==> config.mk <==
export PLATFORM = sky130hd
export DESIGN_NAME = csct_vmem
export DESIGN_NICKNAME = d
export VERILOG_FILES = /design/src/hw/rtl/csct_pkg.sv /design/src/hw/rtl/csct_vmem.sv
export SDC_FILE = /design/constraint.sdc
export NUM_CORES = 1
export LEC_CHECK = 0
export BUFFER_PORTS_ARGS = -buffer_cell sky130_fd_sc_hd__buf_2
export CAP_MARGIN = 20
export CORE_AREA = 4 4 302 304
export CTS_CLUSTER_DIAMETER = 80
export DETAILED_ROUTE_END_ITERATION = 8
export DIE_AREA = 0 0 306 308
export PLACE_DENSITY = 0.71
export SLEW_MARGIN = 20
export SYNTH_ARGS = -nofsm -noshare
export SYNTH_HDL_FRONTEND = slang
export SYNTH_SLANG_ARGS = --single-unit
==> constraint.sdc <==
create_clock -name clk -period 7.9 [get_ports clk]
set_clock_uncertainty 0.15 [all_clocks]
set_input_delay 2.37 -clock clk [delete_from_list [all_inputs] [get_ports clk]]
set_output_delay 2.37 -clock clk [all_outputs]
set_load 0.03 [all_outputs]
==> src/hw/rtl/csct_pkg.sv <==
// ----------------------------------------------------------------------------
// Convex shape collision test package
// Opcodes, normalizer request/response types and shared helpers.
// ----------------------------------------------------------------------------
`default_nettype none

package csct_pkg;

    localparam int COORD_W = 32;
    localparam int VTX_W   = 2 * COORD_W;

    localparam logic [1:0] OP_VERT_A = 2'd0;
    localparam logic [1:0] OP_VERT_B = 2'd1;
    localparam logic [1:0] OP_DESC_A = 2'd2;
    localparam logic [1:0] OP_DESC_B = 2'd3;

    typedef struct packed {
        logic               start;
        logic               raw;
        logic signed [32:0] dx;
        logic signed [32:0] dy;
    } norm_req_t;

    typedef struct packed {
        logic               done;
        logic signed [15:0] ux;
        logic signed [15:0] uy;
        logic        [31:0] len;
    } norm_rsp_t;

    function automatic logic [31:0] mag33(input logic signed [32:0] v);
        logic signed [32:0] n;
        n = -v;
        return v[32] ? n[31:0] : v[31:0];
    endfunction

endpackage

`default_nettype wire

==> src/hw/rtl/csct_vmem.sv <==
// ----------------------------------------------------------------------------
// Vertex memory
// One write port, one synchronous read port with registered data.
// ----------------------------------------------------------------------------
`default_nettype none

module csct_vmem #(
    parameter int DEPTH = 16,
    parameter int AW    = $clog2(DEPTH)
) (
    input  wire logic                       clk,
    input  wire logic                       we,
    input  wire logic [AW-1:0]              waddr,
    input  wire logic [csct_pkg::VTX_W-1:0] wdata,
    input  wire logic [AW-1:0]              raddr,
    output logic      [csct_pkg::VTX_W-1:0] rdata
);

    logic [csct_pkg::VTX_W-1:0] mem [DEPTH];

    always_ff @(posedge clk)
    begin
        if (we)
        begin
            mem[waddr] <= wdata;
        end
        rdata <= mem[raddr];
    end

endmodule

`default_nettype wire

# After elaboration in Yosys (flattened, before gate mapping)
# Memories as Yosys holds them, arrays and structs flattened. A register that Yosys moved wholly into a read port is not among the register bits.
# Index checks and enable logic that the tools add are counted.
# totals
mem_bits_rw,1024
reg_bits,0
memories,1
# classes
muxes,2
# memory_table
name,depth,word_bits,rd,rd_ports_with_merged_regs,write_ports,line_no,text
mem,16,64,1,1,1,csct_vmem.sv:19,logic [csct_pkg::VTX_W-1:0] mem [DEPTH];
# ops
operator,n
two-way mux 1 bit,2

# Logic depth before layout (Yosys ltp)
# depth
word_depth,2
ltp_mapped,6
depth_no_buf,3

# Worst setup path before layout
# Ideal clock, no wire load.
# synth_path
path_kind,input port to flip-flop
start,input waddr[2]
end,"memory mem[0][0] (netlist name), enable pin"
t_arrival_ns,7.233
setup_time_ns,0.565
required_time_ns,7.185
slack_ns,-0.049
stages,2
cell_sequence,or3b_2 -> nor3_1
# synth_rtl
item,line_no,text
"start, declared",csct_vmem.sv:13,"input wire logic [AW-1:0] waddr,"
"end, declared",csct_vmem.sv:19,
# No word-level cell before the write port.

# Worst setup path in the final report
# layout_path
start,input waddr[2]
end,"memory mem[3][51] (netlist name), enable pin"
# No word-level cell before the write port.

==> results by stage <==
Logic synthesis:
- The share of synthesized area occupied by flip-flops and latches is 0.8092.
- The per-instance average area after synthesis is ~24 µm².
- Of all flip-flops after synthesis, the portion carrying an async set or reset was 0.
- The flip-flop and latch count after synthesis is approximately 1100.
- Of the total synthesized cell area, the portion taken by AND, OR, NAND and NOR gates is 0.009420.
- The most instantiated library cell after synthesis is sky130_fd_sc_hd__edfxtp_1.
- Of the post-synthesis cell area, the dominant cell type holds 0.7769.
- The number of distinct standard cells referenced by the synthesized netlist is 18.
- The number of nets handed over by synthesis was 1721.
- Counting instances in the post-synthesis netlist gives the leading cell types as sky130_fd_sc_hd__edfxtp_1, sky130_fd_sc_hd__mux4_2, sky130_fd_sc_hd__a22oi_1.
- In the synthesized netlist, the number of instances is 1647.
- The share of synthesized area spent on multiplexers is 0.1457.
- The main flop type after synthesis is sky130_fd_sc_hd__edfxtp_1.
- The share of the synthesized area in compound gates (AO/OA/AOI/OAI) is 0.02428.
- In the post-synthesis netlist, the biggest area contributors are sky130_fd_sc_hd__edfxtp_1, sky130_fd_sc_hd__mux4_2, sky130_fd_sc_hd__dfxtp_1, sky130_fd_sc_hd__a22oi_1, sky130_fd_sc_hd__nand2_1.
- Of the total synthesized cell area, the portion taken by XOR and XNOR cells is 0.
- The number of enable-type register cells in the synthesized netlist is 1024.
- The cell area that synthesis handed to floorplanning was about 40000 µm².
- The main combinational cell family by area after synthesis is multiplexers.
- Of the total synthesized cell area, the portion taken by full adders, half adders and majority gates is 0.
- Yosys printed 0 warnings.
- sky130_fd_sc_hd__edfxtp_1 takes more of the synthesized area than any other cell.

Global route:
- The final global-route overflow total is 0.
- The first global-routing pass estimated between 100000 and 150000 µm of wire.
- The number of antenna violations at the first check in global routing was 19.
- The number of global-route vias before repair is about 19000.
- In the global route stage, overall resource usage came out at 0.1766.
- The maximum number of pins on one net before global-route repair is 93.

Detailed routing:
- The aggregate routed wire length is approximately 83000 µm.
- The first routing iteration left 1748 violations.
- The final antenna-violating net count is 0.
- Dividing the detail-routed via count by the number of cells gives approximately 5.7.
- In the routed design, unresolved DRC markers number 0.
- The via count is 17780.
- The length of the first detailed-routing pass in iterations is 5.
- Dividing the detail-routed wire length by the instance count gives approximately 27 µm.

Floorplanning:
- The overall die area is approximately 94000 µm².
- The chip height is 308 µm.
- The cell row count is around 110.
- For this design the top-level I/O count stands at between 100 and 150.
- The horizontal die dimension is a little over 300 µm.
- The floorplan step defined a core boundary enclosing between 80000 and 90000 µm².
- The starting density of the core is 0.4486.

Critical path:
- The worst setup path is captured at a flop.
- STA puts the critical path data required time at ~8 ns.
- The worst setup path category is in -> reg.
- Data arrives at the worst endpoint at 4.52 ns.
- The peak fanout along the critical path is between 40 and 50.
- The worst register-to-register path has a depth of 3.
- The worst setup path is launched from a primary input.

Timing:
- In the finished design, the share of the clock period the worst path needs comes to 0.5561.
- The worst relative slew slack is 0.3385.
- The clock period minus final worst setup slack is 4.393 ns.
- The final hold slack is 0.5116 ns.
- The least setup slack across all paths after layout is approximately 3.5 ns.
- The count of final hold-check violations is 0.
- The number of pins exceeding their max-slew limit in the final report came to 0.
- For the pin with the worst max-slew slack, the measured transition is between 0.9 and 1 ns.
- Derived from the worst setup path, the maximum achievable clock frequency is ~230 MHz.
- Setup violations remaining at the end of the flow were counted as 0.
- For the final routed database, the setup TNS stands at 0 ns.
- Setup repair after global routing left no endpoint under its margin.

Layout:
- The number of nets at the end of the flow is between 1500 and 2000.
- The register area is around 32000 µm².
- Relative to the synthesized area, the layout overhead comes to 14.35%.
- The filler cell count is roughly 6700.
- The final non-filler cell total is 3104.
- The area occupied by multi-input gates is 7241 µm².
- Of the cells placed in the final design, the portion with a size suffix greater than 1 is 0.3154.
- For this run, the share of the core covered by cells in the final layout is 0.5130.

Job:
- Max-cap violations in this run came to 0.

Place:
- The number of cells in the design after placement is ~2900.
- At the end of routability-driven placement, the weighted congestion stood at about 0.71.
- During placement, the flow inserted port buffers numbering 137.
- The placed wire-length estimate after detailed placement is between 40000 and 50000 µm.
- The worst slack after detailed placement is 2.819 ns.

Clock tree:
- The number of buffers inserted to repair setup after CTS is 0.
- The clock latency at the later pin of the worst-skew pair is between 0.6 and 0.7 ns.
- The total CTS buffers is 107.
- The H-tree depth is 3.
- The TritonCTS clock tree is yes.
- The number of gates resized after cts is 0.
- Clock-pin slew was measured on the worst setup and hold paths at about 0.06 ns.
- In this run the clock root is driven by a sky130_fd_sc_hd__clkbuf_16.
- The hold buffer count at CTS is 0.
- The maximum count of clock buffers along a single path is 3.
- CTS saw ~1100 sinks.

Worst hold path:
- The number of instances on the worst hold path is 3.
- The class of the tightest hold or removal check is reg -> reg.

Outcome:
- The flow ran to the end, and the final reports show no timing, DRC or antenna violations.

Power:
- The reported leakage power is between 10 and 15 nW.
- The power per unit of standard cell area is between 200 and 300 nW/µm².
- VDD sags by at most approximately 0.20 mV.
==> layout make-up <==
| type | count | share of cell area |
|---|---|---|
| Sequential cell | 1088 | 0.7077 |
| Antenna cell | 8 | 0.0004423 |
| Timing Repair Buffer | 169 | 0.02272 |
| Tap cell | 1165 | 0.03220 |
| Clock inverter | 55 | 0.01280 |
| Multi-Input combinational cell | 475 | 0.1600 |
| Clock buffer | 144 | 0.06421 |
==> critical path, cell delays in order <==
cell,delay (ns)
sky130_fd_sc_hd__buf_2,0.12
sky130_fd_sc_hd__or3b_2,0.60
sky130_fd_sc_hd__nor2_4,0.60
sky130_fd_sc_hd__buf_4,0.78
==> registers in the layout (all words and copies together) (netlist names) <==
register and cells:
mem 1024, rdata 64
==> kinds of logic (layout without fill, tap and decap cells) <==
| kind of cell | count (synthesis) | after routing |
|---|---|---|
| buffers and inverters | 84 | 368 |
| AOI/OAI and AO/OA | 128 | 128 |
| muxes | 256 | 256 |
| and+or+nand+nor | 91 | 91 |
| DFF | 1088 | 1088 |
| other | 0 | 8 |
==> worst paths after layout <==
check,from,to,slack (ns)
setup / recovery,waddr[2],mem[3][51],3.51
hold / removal,mem[14][40],rdata[40],0.51
setup reg to reg,mem[2][16],rdata[16],6.22
hold reg to reg,mem[14][40],rdata[40],0.51
==> routing by layer <==
metal | wire (µm) | global-route usage
met1 | 33290 | 0.2404
met2 | 41630 | 0.2960
met3 | 6371 | 0.03955
met4 | 1368 | 0.03859
met5 | 60 | 0
==> through the flow <==
step	power (mW)	area, µm²
detailed placement	7.248	41730
floorplan	6.994	39590
CTS	12.16	45220
finish	12.05	45260
global placement	7.226	41730
global route	12.47	45240
==> placed cells by master, fill, tap and decap left out, types with 9 or more instances in the layout <==
cell	Yosys	layout
sky130_fd_sc_hd__nor2_4	0	13
sky130_fd_sc_hd__a22oi_1	128	128
sky130_fd_sc_hd__buf_4	6	26
sky130_fd_sc_hd__buf_2	13	135
sky130_fd_sc_hd__mux4_2	256	256
sky130_fd_sc_hd__clkbuf_1	36	28
sky130_fd_sc_hd__clkbuf_16	0	107
sky130_fd_sc_hd__nand2_1	65	65
sky130_fd_sc_hd__edfxtp_1	1024	1024
sky130_fd_sc_hd__clkbuf_8	0	9
sky130_fd_sc_hd__dfxtp_1	64	64
sky130_fd_sc_hd__clkinv_2	0	26
==> report_power, final <==
part           total (mW)  switching (mW)  internal (mW)  leakage, nW
combinational       0.619           0.396          0.224         2.96
sequential           6.49          0.0410           6.45         9.79
clock                4.94            2.13           2.81         1.71
Note: power is estimated with default switching activity, not from simulation.
